--- src/hw/rtl/pfrc_pkg.sv ---
// pfrc_pkg: shared types, codes and constants of the port fuse retry controller.
// No dependencies; every other file of the block but pfrc_ram imports it.
package pfrc_pkg;

   localparam int NUM_PORTS_DEF = 8;
   localparam int MAX_PORTS     = 8;
   localparam int MAX_RESULTS   = 8;
   localparam int SETTLE_MS     = 2000;

   localparam int CSR_INDEX_W = 2;
   localparam int CSR_DATA_W  = 16;

   localparam logic [CSR_INDEX_W-1:0] CSR_RETRY_LIMIT    = 2'd0;
   localparam logic [CSR_INDEX_W-1:0] CSR_RETRY_INTERVAL = 2'd1;
   localparam logic [CSR_INDEX_W-1:0] CSR_FUSE_OK_LEVELS = 2'd2;
   localparam logic [CSR_INDEX_W-1:0] CSR_ENABLE_AH      = 2'd3;

   localparam logic [7:0]  RETRY_LIMIT_RST    = 8'd0;
   localparam logic [15:0] RETRY_INTERVAL_RST = 16'd100;
   localparam logic [7:0]  FUSE_OK_LEVELS_RST = 8'd0;
   localparam logic [7:0]  ENABLE_AH_RST      = 8'hFF;

   localparam logic [2:0] OP_FAULT       = 3'd0;
   localparam logic [2:0] OP_TICK        = 3'd1;
   localparam logic [2:0] OP_ENABLE_ALL  = 3'd2;
   localparam logic [2:0] OP_DISABLE_ALL = 3'd3;
   localparam logic [2:0] OP_SET_PORT    = 3'd4;

   localparam logic [2:0] ACT_NONE          = 3'd0;
   localparam logic [2:0] ACT_FORCE_OFF     = 3'd1;
   localparam logic [2:0] ACT_RETRY_PULSE   = 3'd2;
   localparam logic [2:0] ACT_FAULT_WARNING = 3'd3;
   localparam logic [2:0] ACT_RETRY_CLEARED = 3'd4;
   localparam logic [2:0] ACT_DRIVE_SET     = 3'd5;
   localparam logic [2:0] ACT_ALL_ON        = 3'd6;
   localparam logic [2:0] ACT_ALL_OFF       = 3'd7;

   typedef struct packed {
      logic [2:0]  operation;
      logic [2:0]  port;
      logic        turn_on;
      logic [7:0]  fuse_levels;
      logic [31:0] now_ms;
   } pfrc_req_type;

   typedef struct packed {
      logic [2:0] out_port;
      logic [2:0] action;
      logic       enable_level;
      logic       timer_active;
      logic       last;
   } pfrc_rsp_type;

   // per port state held in the RAM; pending lives in flops
   typedef struct packed {
      logic        port_on;
      logic        tripped;
      logic        warned;
      logic [7:0]  retry_count;
      logic [31:0] retry_deadline;
   } pfrc_entry_type;

   localparam int ENTRY_W = $bits(pfrc_entry_type);

   typedef struct packed {
      logic       valid;
      logic [2:0] port;
      logic [2:0] action;
      logic       level;
   } pfrc_result_type;

endpackage

--- src/hw/rtl/pfrc_ram.sv ---
// pfrc_ram: generic one write port, one read port RAM with registered read data.
// No dependencies.
module pfrc_ram #(
   parameter int WIDTH = 8,
   parameter int DEPTH = 8
) (
   input  logic                                   clock,
   input  logic                                   wr_en,
   input  logic [((DEPTH > 1) ? $clog2(DEPTH) : 1)-1:0] wr_addr,
   input  logic [WIDTH-1:0]                       wr_data,
   input  logic                                   rd_en,
   input  logic [((DEPTH > 1) ? $clog2(DEPTH) : 1)-1:0] rd_addr,
   output logic [WIDTH-1:0]                       rd_data
);

   logic [WIDTH-1:0] mem_ff [DEPTH];
   logic [WIDTH-1:0] rd_data_ff;

   always_ff @(posedge clock) begin
      if (wr_en) begin
         mem_ff[wr_addr] <= wr_data;
      end
      if (rd_en) begin
         rd_data_ff <= mem_ff[rd_addr];
      end
   end

   assign rd_data = rd_data_ff;

endmodule

--- src/hw/rtl/pfrc_port_update.sv ---
// pfrc_port_update: read-modify-write logic for one port entry per cycle.
// Depends on pfrc_pkg.
module pfrc_port_update (
   input  logic [2:0]               operation,
   input  logic                     turn_on,
   input  logic                     fuse_ok,
   input  logic                     active_high,
   input  logic [31:0]              now_ms,
   input  logic [7:0]               retry_limit,
   input  logic [15:0]              retry_interval,
   input  logic [2:0]               port,
   input  pfrc_pkg::pfrc_entry_type entry_rd,
   input  logic                     pending_rd,
   output pfrc_pkg::pfrc_entry_type entry_wr,
   output logic                     pending_wr,
   output pfrc_pkg::pfrc_result_type result
);
   import pfrc_pkg::*;

   logic [32:0] settle_time;
   logic        settled;
   logic        deadline_due;
   logic [31:0] base_time;
   logic [32:0] next_deadline;

   assign settle_time   = {1'b0, entry_rd.retry_deadline} + 33'(SETTLE_MS);
   assign settled       = {1'b0, now_ms} > settle_time;
   assign deadline_due  = now_ms > entry_rd.retry_deadline;
   assign base_time     = (entry_rd.retry_count == 8'd0) ? now_ms : entry_rd.retry_deadline;
   assign next_deadline = {1'b0, base_time} + {17'd0, retry_interval};

   always_comb begin
      entry_wr      = entry_rd;
      pending_wr    = pending_rd;
      result        = '0;
      result.port   = port;
      case (operation)
         OP_FAULT: begin
            if (entry_rd.port_on && !entry_rd.tripped) begin
               entry_wr.tripped = 1'b1;
               if (entry_rd.retry_count < retry_limit) begin
                  pending_wr = 1'b1;
               end else if (!entry_rd.warned) begin
                  entry_wr.warned = 1'b1;
                  result.valid    = 1'b1;
                  result.action   = ACT_FAULT_WARNING;
               end
            end
         end
         OP_TICK: begin
            if (pending_rd) begin
               if (fuse_ok) begin
                  if (settled) begin
                     entry_wr.retry_count = 8'd0;
                     pending_wr           = 1'b0;
                     result.valid         = 1'b1;
                     result.action        = ACT_RETRY_CLEARED;
                  end
               end else if (entry_rd.retry_count > retry_limit) begin
                  pending_wr = 1'b0;
                  if (!entry_rd.warned) begin
                     entry_wr.warned = 1'b1;
                     result.valid    = 1'b1;
                     result.action   = ACT_FAULT_WARNING;
                  end
               end else if (entry_rd.retry_count == 8'd0 || deadline_due) begin
                  entry_wr.tripped        = 1'b0;
                  entry_wr.retry_deadline = next_deadline[32] ? 32'hFFFF_FFFF
                                                              : next_deadline[31:0];
                  if (entry_rd.retry_count != 8'hFF) begin
                     entry_wr.retry_count = entry_rd.retry_count + 8'd1;
                  end
                  result.valid  = 1'b1;
                  result.action = ACT_RETRY_PULSE;
                  result.level  = active_high;
               end
            end
         end
         OP_ENABLE_ALL: begin
            entry_wr.port_on = 1'b1;
            entry_wr.tripped = 1'b0;
            if (fuse_ok) begin
               entry_wr.warned      = 1'b0;
               entry_wr.retry_count = 8'd0;
            end
         end
         OP_DISABLE_ALL: begin
            entry_wr.port_on = 1'b0;
         end
         OP_SET_PORT: begin
            entry_wr.tripped     = 1'b0;
            entry_wr.port_on     = turn_on;
            entry_wr.warned      = 1'b0;
            entry_wr.retry_count = 8'd0;
         end
         default: begin
         end
      endcase
   end

endmodule

--- src/hw/rtl/pfrc_result_queue.sv ---
// pfrc_result_queue: small FIFO that collects the result items of one input item.
// Depends on pfrc_pkg.
module pfrc_result_queue #(
   parameter int DEPTH = pfrc_pkg::MAX_RESULTS
) (
   input  logic                            clock,
   input  logic                            reset,
   input  pfrc_pkg::pfrc_result_type       push,
   input  logic                            pop,
   output pfrc_pkg::pfrc_result_type       head,
   output logic [$clog2(DEPTH + 1)-1:0]    count
);
   import pfrc_pkg::*;

   localparam int PTR_W = (DEPTH > 1) ? $clog2(DEPTH) : 1;
   localparam int CNT_W = $clog2(DEPTH + 1);

   pfrc_result_type   entry_ff [DEPTH];
   logic [PTR_W-1:0]  wr_ptr_ff, wr_ptr_in;
   logic [PTR_W-1:0]  rd_ptr_ff, rd_ptr_in;
   logic [CNT_W-1:0]  count_ff, count_in;

   function automatic logic [PTR_W-1:0] ptr_next(input logic [PTR_W-1:0] ptr);
      logic [PTR_W-1:0] nxt;
      nxt = (ptr == PTR_W'(DEPTH - 1)) ? '0 : ptr + PTR_W'(1);
      return nxt;
   endfunction

   always_comb begin
      wr_ptr_in = push.valid ? ptr_next(wr_ptr_ff) : wr_ptr_ff;
      rd_ptr_in = pop ? ptr_next(rd_ptr_ff) : rd_ptr_ff;
      count_in  = count_ff;
      if (push.valid && !pop) begin
         count_in = count_ff + CNT_W'(1);
      end else if (pop && !push.valid) begin
         count_in = count_ff - CNT_W'(1);
      end
   end

   always_ff @(posedge clock) begin
      if (reset) begin
         wr_ptr_ff <= '0;
         rd_ptr_ff <= '0;
         count_ff  <= '0;
      end else begin
         wr_ptr_ff <= wr_ptr_in;
         rd_ptr_ff <= rd_ptr_in;
         count_ff  <= count_in;
      end
   end

   always_ff @(posedge clock) begin
      if (push.valid) begin
         entry_ff[wr_ptr_ff] <= push;
      end
   end

   assign head  = entry_ff[rd_ptr_ff];
   assign count = count_ff;

`ifndef SYNTHESIS
   a_no_overflow: assert property (@(posedge clock) disable iff (reset)
      push.valid |-> count_ff != CNT_W'(DEPTH))
      else $error("result queue push while full");

   a_no_underflow: assert property (@(posedge clock) disable iff (reset)
      pop |-> count_ff != '0)
      else $error("result queue pop while empty");

   a_fill_then_drain: assert property (@(posedge clock) disable iff (reset)
      push.valid |-> !pop)
      else $error("result queue push and pop in one cycle");
`endif

endmodule

--- src/hw/rtl/port_fuse_retry_controller_unit.sv ---
// Port fuse retry controller top level; uses pfrc_pkg, pfrc_ram, pfrc_port_update and
// pfrc_result_queue. Per port state (on, tripped, warned, retry count, deadline) sits in
// a small RAM; valid bits make unwritten entries read as zero, so no clearing pass runs.
// One item is handled at a time: the accept cycle, then a scan that reads one port per
// cycle and writes it back in the following cycle, then a drain that offers the queued
// result items one at a time (at least one). A retry tick, enable all or disable all
// scans all NUM_PORTS ports (at most 8); a fault event whose fuse reads bad and a set port
// on a valid port touch one entry; other items skip the scan. The single RAM read port
// sets the scan length. All results of an item are queued before the first is offered, so
// timer_active already reflects the state left by the item.
module port_fuse_retry_controller_unit #(
   parameter int NUM_PORTS = pfrc_pkg::NUM_PORTS_DEF
) (
   input  logic                                  clock,
   input  logic                                  reset,
   input  logic                                  req_valid,
   output logic                                  req_stall,
   input  pfrc_pkg::pfrc_req_type                req_data,
   output logic                                  rsp_valid,
   input  logic                                  rsp_stall,
   output pfrc_pkg::pfrc_rsp_type                rsp_data,
   input  logic                                  csr_wr_en,
   input  logic [pfrc_pkg::CSR_INDEX_W-1:0]      csr_index,
   input  logic [pfrc_pkg::CSR_DATA_W-1:0]       csr_wr_data
);
   import pfrc_pkg::*;

   localparam int NPORTS  = (NUM_PORTS < MAX_PORTS) ? NUM_PORTS : MAX_PORTS;
   localparam int IDX_W   = (NPORTS > 1) ? $clog2(NPORTS) : 1;
   localparam int CNT_W   = IDX_W + 1;
   localparam int Q_CNT_W = $clog2(MAX_RESULTS + 1);

   typedef enum logic [1:0] {ST_IDLE, ST_SWEEP, ST_DRAIN} state_type;

   state_type         state_ff, state_in;
   pfrc_req_type      item_ff, item_in;
   logic [CNT_W-1:0]  issue_ff, issue_in;
   logic [CNT_W-1:0]  end_ff, end_in;
   logic              s1_valid_ff, s1_valid_in;
   logic [IDX_W-1:0]  s1_idx_ff, s1_idx_in;
   logic [NPORTS-1:0] valid_ff, valid_in;
   logic [NPORTS-1:0] pending_ff, pending_in;

   logic [7:0]        limit_ff;
   logic [15:0]       interval_ff;
   logic [7:0]        ok_levels_ff;
   logic [7:0]        active_high_ff;

   logic              req_accept;
   logic              rsp_accept;
   logic              port_ok;
   logic              fuse_bad_req;
   logic              ah_req;

   logic              ram_rd_en;
   logic [IDX_W-1:0]  ram_rd_addr;
   logic              ram_wr_en;
   logic [ENTRY_W-1:0] ram_rd_data;

   logic [2:0]        s1_port;
   pfrc_entry_type    entry_rd;
   pfrc_entry_type    entry_wr;
   logic              upd_pending;
   pfrc_result_type   upd_result;

   pfrc_result_type   push;
   logic              pop;
   pfrc_result_type   q_head;
   logic [Q_CNT_W-1:0] q_count;
   logic              q_empty;

   assign req_stall  = (state_ff != ST_IDLE);
   assign req_accept = req_valid && !req_stall;
   assign rsp_valid  = (state_ff == ST_DRAIN);
   assign rsp_accept = rsp_valid && !rsp_stall;

   assign port_ok      = {1'b0, req_data.port} < 4'(NPORTS);
   assign fuse_bad_req = req_data.fuse_levels[req_data.port] != ok_levels_ff[req_data.port];
   assign ah_req       = active_high_ff[req_data.port];

   assign ram_rd_en   = (state_ff == ST_SWEEP) && (issue_ff < end_ff);
   assign ram_rd_addr = issue_ff[IDX_W-1:0];
   assign ram_wr_en   = s1_valid_ff;

   assign s1_port  = 3'(s1_idx_ff);
   assign entry_rd = valid_ff[s1_idx_ff] ? pfrc_entry_type'(ram_rd_data) : '0;

   pfrc_ram #(
      .WIDTH (ENTRY_W),
      .DEPTH (NPORTS)
   ) u_state_ram (
      .clock   (clock),
      .wr_en   (ram_wr_en),
      .wr_addr (s1_idx_ff),
      .wr_data (ENTRY_W'(entry_wr)),
      .rd_en   (ram_rd_en),
      .rd_addr (ram_rd_addr),
      .rd_data (ram_rd_data)
   );

   pfrc_port_update u_port_update (
      .operation      (item_ff.operation),
      .turn_on        (item_ff.turn_on),
      .fuse_ok        (item_ff.fuse_levels[s1_port] == ok_levels_ff[s1_port]),
      .active_high    (active_high_ff[s1_port]),
      .now_ms         (item_ff.now_ms),
      .retry_limit    (limit_ff),
      .retry_interval (interval_ff),
      .port           (s1_port),
      .entry_rd       (entry_rd),
      .pending_rd     (pending_ff[s1_idx_ff]),
      .entry_wr       (entry_wr),
      .pending_wr     (upd_pending),
      .result         (upd_result)
   );

   pfrc_result_queue #(
      .DEPTH (MAX_RESULTS)
   ) u_result_queue (
      .clock (clock),
      .reset (reset),
      .push  (push),
      .pop   (pop),
      .head  (q_head),
      .count (q_count)
   );

   assign q_empty = (q_count == '0);

   always_comb begin
      state_in    = state_ff;
      item_in     = item_ff;
      issue_in    = ram_rd_en ? issue_ff + CNT_W'(1) : issue_ff;
      end_in      = end_ff;
      s1_valid_in = ram_rd_en;
      s1_idx_in   = ram_rd_addr;
      valid_in    = valid_ff;
      pending_in  = pending_ff;
      push        = '0;
      pop         = 1'b0;
      case (state_ff)
         ST_IDLE: begin
            if (req_accept) begin
               item_in  = req_data;
               issue_in = '0;
               end_in   = CNT_W'(NPORTS);
               state_in = ST_DRAIN;
               case (req_data.operation)
                  OP_FAULT: begin
                     if (port_ok && fuse_bad_req) begin
                        push.valid  = 1'b1;
                        push.port   = req_data.port;
                        push.action = ACT_FORCE_OFF;
                        push.level  = ~ah_req;
                        issue_in    = CNT_W'(req_data.port);
                        end_in      = CNT_W'(req_data.port) + CNT_W'(1);
                        state_in    = ST_SWEEP;
                     end
                  end
                  OP_TICK: begin
                     state_in = ST_SWEEP;
                  end
                  OP_ENABLE_ALL: begin
                     push.valid  = 1'b1;
                     push.action = ACT_ALL_ON;
                     state_in    = ST_SWEEP;
                  end
                  OP_DISABLE_ALL: begin
                     push.valid  = 1'b1;
                     push.action = ACT_ALL_OFF;
                     state_in    = ST_SWEEP;
                  end
                  OP_SET_PORT: begin
                     if (port_ok) begin
                        push.valid  = 1'b1;
                        push.port   = req_data.port;
                        push.action = ACT_DRIVE_SET;
                        push.level  = ah_req ? req_data.turn_on : ~req_data.turn_on;
                        issue_in    = CNT_W'(req_data.port);
                        end_in      = CNT_W'(req_data.port) + CNT_W'(1);
                        state_in    = ST_SWEEP;
                     end
                  end
                  default: begin
                  end
               endcase
            end
         end
         ST_SWEEP: begin
            if (s1_valid_ff) begin
               valid_in[s1_idx_ff]   = 1'b1;
               pending_in[s1_idx_ff] = upd_pending;
               push                  = upd_result;
               if (!ram_rd_en) begin
                  state_in = ST_DRAIN;
               end
            end
         end
         ST_DRAIN: begin
            if (rsp_accept) begin
               pop = !q_empty;
               if (q_count <= Q_CNT_W'(1)) begin
                  state_in = ST_IDLE;
               end
            end
         end
         default: begin
            state_in = ST_IDLE;
         end
      endcase
   end

   always_ff @(posedge clock) begin
      if (reset) begin
         state_ff       <= ST_IDLE;
         s1_valid_ff    <= 1'b0;
         valid_ff       <= '0;
         pending_ff     <= '0;
         limit_ff       <= RETRY_LIMIT_RST;
         interval_ff    <= RETRY_INTERVAL_RST;
         ok_levels_ff   <= FUSE_OK_LEVELS_RST;
         active_high_ff <= ENABLE_AH_RST;
      end else begin
         state_ff    <= state_in;
         s1_valid_ff <= s1_valid_in;
         valid_ff    <= valid_in;
         pending_ff  <= pending_in;
         if (csr_wr_en) begin
            case (csr_index)
               CSR_RETRY_LIMIT:    limit_ff       <= csr_wr_data[7:0];
               CSR_RETRY_INTERVAL: interval_ff    <= csr_wr_data;
               CSR_FUSE_OK_LEVELS: ok_levels_ff   <= csr_wr_data[7:0];
               CSR_ENABLE_AH:      active_high_ff <= csr_wr_data[7:0];
               default: begin
               end
            endcase
         end
      end
   end

   always_ff @(posedge clock) begin
      item_ff   <= item_in;
      issue_ff  <= issue_in;
      end_ff    <= end_in;
      s1_idx_ff <= s1_idx_in;
   end

   // empty queue in drain means the item produced nothing: report a single none
   always_comb begin
      rsp_data              = '0;
      rsp_data.timer_active = |pending_ff;
      rsp_data.last         = (q_count <= Q_CNT_W'(1));
      if (!q_empty) begin
         rsp_data.out_port     = q_head.port;
         rsp_data.action       = q_head.action;
         rsp_data.enable_level = q_head.level;
      end else begin
         rsp_data.action = ACT_NONE;
      end
   end

`ifndef SYNTHESIS
   a_one_item_at_a_time: assert property (@(posedge clock) disable iff (reset)
      rsp_valid |-> req_stall)
      else $error("input accepted while results are offered");

   a_last_ends_item: assert property (@(posedge clock) disable iff (reset)
      (rsp_valid && !rsp_stall && rsp_data.last) |=> !rsp_valid)
      else $error("result offered after the last item of an input");

   a_pending_only_in_scan: assert property (@(posedge clock) disable iff (reset)
      (state_ff != ST_SWEEP) |=> $stable(pending_ff))
      else $error("pending changed outside the port scan");

   a_no_rmw_overlap: assert property (@(posedge clock) disable iff (reset)
      ram_wr_en |-> (!ram_rd_en || ram_rd_addr != s1_idx_ff))
      else $error("read and write back of the same entry overlap");
`endif

endmodule
--- config.mk ---
export PLATFORM = sky130hd
export DESIGN_NAME = port_fuse_retry_controller_unit
export DESIGN_NICKNAME = d
export VERILOG_FILES = /design/src/hw/rtl/pfrc_pkg.sv /design/src/hw/rtl/pfrc_ram.sv /design/src/hw/rtl/pfrc_port_update.sv /design/src/hw/rtl/pfrc_result_queue.sv /design/src/hw/rtl/port_fuse_retry_controller_unit.sv
export SDC_FILE = /design/constraint.sdc
export NUM_CORES = 1
export LEC_CHECK = 0
export ABC_AREA = 0
export BUFFER_PORTS_ARGS = -buffer_cell sky130_fd_sc_hd__buf_2
export CELL_PAD_IN_SITES_DETAIL_PLACEMENT = 0
export CELL_PAD_IN_SITES_GLOBAL_PLACEMENT = 2
export CORE_ASPECT_RATIO = 1.75
export CORE_MARGIN = 4
export CORE_UTILIZATION = 51
export CTS_BUF_LIST = sky130_fd_sc_hd__clkbuf_8
export CTS_CLUSTER_DIAMETER = 120
export CTS_CLUSTER_SIZE = 24
export DETAILED_ROUTE_END_ITERATION = 8
export HOLD_SLACK_MARGIN = 0.08
export PLACE_DENSITY = 0.88
export SLEW_MARGIN = 25
export SYNTH_ARGS = -nofsm -noshare
export SYNTH_HDL_FRONTEND = slang
export SYNTH_SLANG_ARGS = --single-unit
--- constraint.sdc ---
create_clock -name clock -period 18.1 [get_ports clock]
set_input_delay 1.81 -clock clock [delete_from_list [all_inputs] [get_ports clock]]
set_output_delay 1.81 -clock clock [all_outputs]
set_load 0.01 [all_outputs]
== Yosys cells after proc, flatten, opt, wreduce, memory -nomap -nowiden ==
Memory sizes are Yosys's and may differ from the RTL's. A register that Yosys moved wholly into a read port is not among the register bits.
Cells that the tools add are included.
Storage, ports and cells
  register bits after elaboration: 124
  bits in writable memories: 408
  input port bits: 70
  output and inout bits: 11
  word-level logic and storage cells: 203
  memories kept: 2
Operators by class
  add/sub/neg operators: 9
  order comparisons: 9
  equality and inequality tests: 23
  mux-type cells: 107
  bitwise logic cells: 3
  reductions and logical operators: 32
Memories
  u_state_ram.mem_ff: depth 8, width 43, read ports 1, clocked after memory_dff 1, wr ports 1, RTL line pfrc_ram.sv:16  | logic [WIDTH-1:0] mem_ff [DEPTH];
  u_result_queue.entry_ff: depth 8, width 8, read ports 1, clocked after memory_dff 1, wr ports 1, RTL line pfrc_result_queue.sv:18  | pfrc_result_type entry_ff [DEPTH];
Operators by type and width (number)
  two-way mux 32 bit: 4
  two-way mux 40 bit: 2
  two-way mux 8 bit: 6
  two-way mux 43 bit: 1
  two-way mux 42 bit: 1
  two-way mux 3 bit: 13
  two-way mux 1 bit: 38
  adder 32 x 11 -> 33 bit, second input constant: 1
  adder 32 x 16 -> 33 bit: 1
  greater-than comparator 32 x 33 -> 1 bit: 1
  greater-than comparator 32 bit: 1
  two-way mux 4 bit: 7
  binary-select mux 1 bit (select 3 bit): 8
  case mux 8 bit (3 select lines): 1
  two-way mux 2 bit: 9
  case mux 3 bit (2 select lines): 3
  case mux 8 bit (2 select lines): 1
  == test 3 x 2 -> 1 bit, second input constant: 4
  == test 3 bit, second input constant: 4
  case mux 3 bit (4 select lines): 1
  AND reduction 2 bit: 6
  two-way mux 9 bit: 1
  adder 4 x 1 -> 4 bit, second input constant: 2
  adder 8 x 1 -> 8 bit, second input constant: 1
  39 further kinds: 66

== Longest topological paths before layout ==
  depth in word-level cells: 16
  gate-level depth with buffers: 35
  depth with buffers taken out: 28

== Cells and area by module ==
A second synthesis with hierarchy kept.
Unflattened totals
  cells, all modules: 1953
  area, all modules: 27552.7 µm²
By module, submodules not included
  pfrc_ram: times used 1, cells an instance 554, area an instance 14457.6 µm², sequential area each 11621.1 µm²
  port_fuse_retry_controller_unit: times used 1, cells an instance 490, area an instance 5123.7 µm², sequential area each 2762.6 µm²
  pfrc_port_update: times used 1, cells an instance 744, area an instance 4870.9 µm², sequential area each 0.0 µm²
  pfrc_result_queue: times used 1, cells an instance 165, area an instance 3100.5 µm², sequential area each 2182.1 µm²

== Worst setup path after synthesis ==
Ideal clock, no wire load.
  path type: reg-to-reg
  from: register s1_idx_ff[1]
  to: memory u_result_queue.entry_ff[1][0] in the netlist's numbering, enable pin
  setup time: 0.393 ns
  arrival time: 6.421 ns
  required time: 17.707 ns
  setup slack: 11.286 ns
  cell stages (with the launch flop): 31
  buffers on the path: 7
  clock period less this slack: 6.814 ns
  path through: dfxtp_1 -> buf_2 -> nand2b_4 -> o221ai_1 -> a21o_1 -> buf_2 -> buf_2 -> buf_2 -> buf_1 -> nand2_1 -> inv_1 -> ha_1 -> clkbuf_1 -> or3_1 -> nand3_1 -> nor2_1 -> nand4_1 -> or3_1 -> nor2_1 -> xor2_1 -> ha_1 -> nand4_1 -> nor4_1 -> inv_1 -> o221ai_1 -> o211ai_1 -> or2_1 -> nor3_2 -> and4b_4 -> buf_6 -> nor4b_1
On the way
  word-level cells in the longest chain between the ends: 14
  elaborated cells between the ends (all ways): 32
  those cells by class: 1 x add/sub; 4 x order compare; 1 x eq/ne; 22 x mux; 4 x reduce/logical
RTL lines
  start, declared: RTL line port_fuse_retry_controller_unit.sv:40  | logic [IDX_W-1:0] s1_idx_ff, s1_idx_in;
  start signal, assigned: RTL line port_fuse_retry_controller_unit.sv:245  | s1_idx_ff <= s1_idx_in;
  branches (longest 9 deep; another with adder 32 x 11 -> 33 bit)
  case mux 1 bit (2 select lines) *: RTL line pfrc_port_update.sv:37  | case (operation)
  two-way mux 8 bit *: RTL line port_fuse_retry_controller_unit.sv:190  | if (s1_valid_ff) begin
  case mux 8 bit (2 select lines) *: RTL line port_fuse_retry_controller_unit.sv:141  | case (state_ff)
  two-way mux 1 bit *: RTL line pfrc_result_queue.sv:53  | if (push.valid) begin
  two-way mux 1 bit (not written as such) *: RTL line pfrc_result_queue.sv:54  | entry_ff[wr_ptr_ff] <= push;
  end, declared: RTL line pfrc_result_queue.sv:18
Mark *: on every way between the ends. The select of a mux whose other input is x is not followed.

== Worst setup path after layout ==
  from: register s1_idx_ff[0]
  to: memory u_result_queue.entry_ff[6][1] in the netlist's numbering, enable pin
Same word-level chain as after synthesis.

==> results.cfg <==
[cts]
cts.path.max_buffers = 3
ctsHoldBuffers = 0
htreeDepth = 1
cts_sinks = 570
postCtsSetupRepairBufs = 0
root_buffer = clkbuf_8
cts_resized = 0
clkTransAtPathRegs_ps = 150
cts_tree = done
numCtsBuffers = 27
insertion_delay_ps = 700

[global_routing]
track_usage_pct = 24.30
antenna_found_initial = 1
grt_overflow_total = 0
grt_max_degree = 73
grt_pass1_wl_um = 104600
first_global_vias = 16920

[synthesis]
synth_cell_types = 92
avgSynthCellArea_um2 = 13.96
synth-edff-count = 491
yosys-top-cells-area = edfxtp_1 55%, mux4_2 9.1%, dfxtp_1 5.9%, ha_1 4.7%, nand2_1 2.9%
synth_seq_cells = 570
synthArstFlopShare_pct = 0
yosysTopAreaCellShare_pct = 54.99
ys_warn_count = 0
syn_inst = 1920
ys_seq_area_share_pct = 60.89
synthFlopType = edfxtp_1
yosysMostFrequentCell = edfxtp_1
yosysTopAreaCell = edfxtp_1
synthTopCellsByCount = 491 x edfxtp_1, 205 x nand2_1, 126 x nor2_1, 108 x mux4_2, 100 x ha_1
synth_nets = 2091
netlist_area_mm2 = 0.02681

[worst_setup_path]
cpPeakStageDelay_ps = 890
path_max_fanout = 28
arrival_ps = 8580
slowest_stage = dfxtp_1
cp_num_buf_inv = 2
crit_top_cell = nand2_1
r2r_setup_slack_ps = 9820
worstSetupStartpointType = register
worstPathRequired_ps = 18400
crit_family = simple AND/OR/NAND/NOR gates
worst-setup-path-type = register to register
setup.worst_path.end_class = register
path_cells = nand2_1 > nor2_1 > a21o_2 > nand2_1 > inv_1 > ha_1 > or3_1 > nand3_1 > nor2_1 > nand4_1 > or3_1 > xnor2_1 > nand2_1 > ha_1 > nand4_1 > nor4_1 > inv_1 > o221ai_1 > o211ai_1 > or2_1 > nor3_2 > and4b_4 > nor4bb_2

[cells_and_area]
drive_above_1_share_pct = 18.05
multi_input_area_mm2 = 0.01008
seq_area_mm2 = 0.01634
fill_cells = 4352
instances_no_fill = 2667
area_growth_pct = 6.309
nets = 2144
utilization_pct = 55.08

[power]
peakVddDrop_mv = 0.07631
pwr_density_cell_mw_per_mm2 = 94.23
p_leak_nw = 9.621

[sta]
finalSetupViolations = 0
fmax_mhz = 120.8
finClkSkew_ps = 52.79
min_period_over_period_pct = 45.73
hold_viol = 0
finalSetupTns_ps = 0
tightest_slew_ps = 1053
layout_min_cycle_time_ps = 8276
report.final.slew_viol_count = 0
whs_ps = 486.1
rsz0062_at_grt = false
max_slew_margin_pct = 29.23
timing.final.ws_setup_ps = 9824

[detailed_routing]
wl_per_cell_um = 25.94
drt_wl_total_um = 69190
drc = 0
first_iter_violations = 1031
viasPerCell = 6.171
antenna_left = 0
via_count = 16460
first_pass_iters = 5

[floorplan]
fp.dieW_um = 181.3
core_mm2 = 0.05175
start_util_pct = 51.81
ioPinCount = 81
rows = 110
die_area_mm2 = 0.05645
die_h_um = 311.3

[placement]
gp_congestion = 0.8998
hpwl_um = 46920
place_ws_ps = 9847
dp_cells = 2616
io_buffers = 80

[min_path]
hold_class = register to register

[status]
outcome = complete, no violations

[job]
cap_viol_max_count = 0
final timing paths:
kind,startpoint,endpoint,cells past startpoint
hold / removal,interval_ff[0]$_SDFFE_PP0P_,interval_ff[0]$_SDFFE_PP0P_,2
hold reg to reg,interval_ff[0]$_SDFFE_PP0P_,interval_ff[0]$_SDFFE_PP0P_,2
setup reg to reg,s1_idx_ff[0]$_DFF_P_,u_result_queue.entry_ff[6][1]$_DFFE_PP_,23
setup / recovery,s1_idx_ff[0]$_DFF_P_,u_result_queue.entry_ff[6][1]$_DFFE_PP_,23
per-stage QoR:
step / power [mW] / instance area [um^2]
6_report: 2.686 / 28500
5_1_grt: 2.811 / 28500
4_1_cts: 2.710 / 28480
3_5_place_dp: 2.199 / 28020
3_3_place_gp: 2.188 / 27980
2_1_floorplan: 2.011 / 26810
sequential cells by signal, indices dropped and copies added, names as in the netlist, named ones only:
register                  cells
u_result_queue.wr_ptr_ff      3
ram_wr_en                     1
issue_ff                      4
u_result_queue.count          4
interval_ff                  16
s1_idx_ff                     3
end_ff                        4
valid_ff                      8
state_ff                      2
limit_ff                      8
item_ff                      44
u_state_ram.mem_ff          344
u_result_queue.rd_ptr_ff      3
pending_ff                    8
u_state_ram.rd_data          43
active_high_ff                8
u_result_queue.entry_ff      56
ok_levels_ff                  8
report_power, final:
group,internal [mW],switching (mW)
Clock,0.143,0.376
Sequential,1.50,0.0713
Combinational,0.260,0.340
Total,1.90,0.787
cells in the final DEF, fill, tap and decap left out, types with 7 or more instances in the layout:
master,n
a31oi_1,10
o211ai_1,11
edfxtp_1,491
mux4_2,108
inv_1,55
mux2_2,48
a21o_1,21
nor2_1,118
nor3_1,24
dfxtp_1,75
a21oi_1,96
xor2_1,27
o21ai_0,59
nor3b_1,7
clkbuf_8,27
a22oi_1,20
nor2_4,7
nand3_1,41
nand2_1,205
nand2b_1,13
mux2i_1,42
a22o_1,7
xnor2_1,30
buf_2,82
and3_1,10
buf_4,32
a311oi_1,8
nand3b_1,20
and2_1,12
nor2b_1,12
ha_1,100
nand4_1,26
a211oi_1,8
o21a_1,7
nor4_1,8
tightest hold or removal path, cell delays in order, from the launching register on:
cell and delay (ps):
dfxtp_1 350, nand2_1 60, a21oi_1 50
layer usage:
| metal | global-route usage, % | vias up | wire length [um] |
|---|---|---|---|
| met1 | 27.40 | 8335 | 24690 |
| met3 | 2.054 | 159 | 2478 |
| met5 | 0 | - | 0 |
| met2 | 46.76 | 449 | 38680 |
| li1 | - | 7514 | - |
| met4 | 9.816 | 0 | 3338 |
kinds of logic (layout without fill, tap and decap cells):
kind of cell	after synthesis	after routing	synth area share (%)
flops	570	570	60.89
simple gates	560	560	10.26
compound gates	309	309	7.588
mux	199	199	12.71
buf+inv	124	198	1.946
fa+ha+maj	101	101	4.741
xor+xnor	57	57	1.862
other cells	0	1	0
cell type report:
cell class,count,area share [%]
flip-flops and latches,570,57.31
repair buffers,114,2.283
multi-input cells,1226,35.36
well taps,672,2.950
clock inverters,23,0.3336
diodes,1,0.008779
inverters,34,0.4477
clock buffers,27,1.304
(Power assumes the default switching activity.)
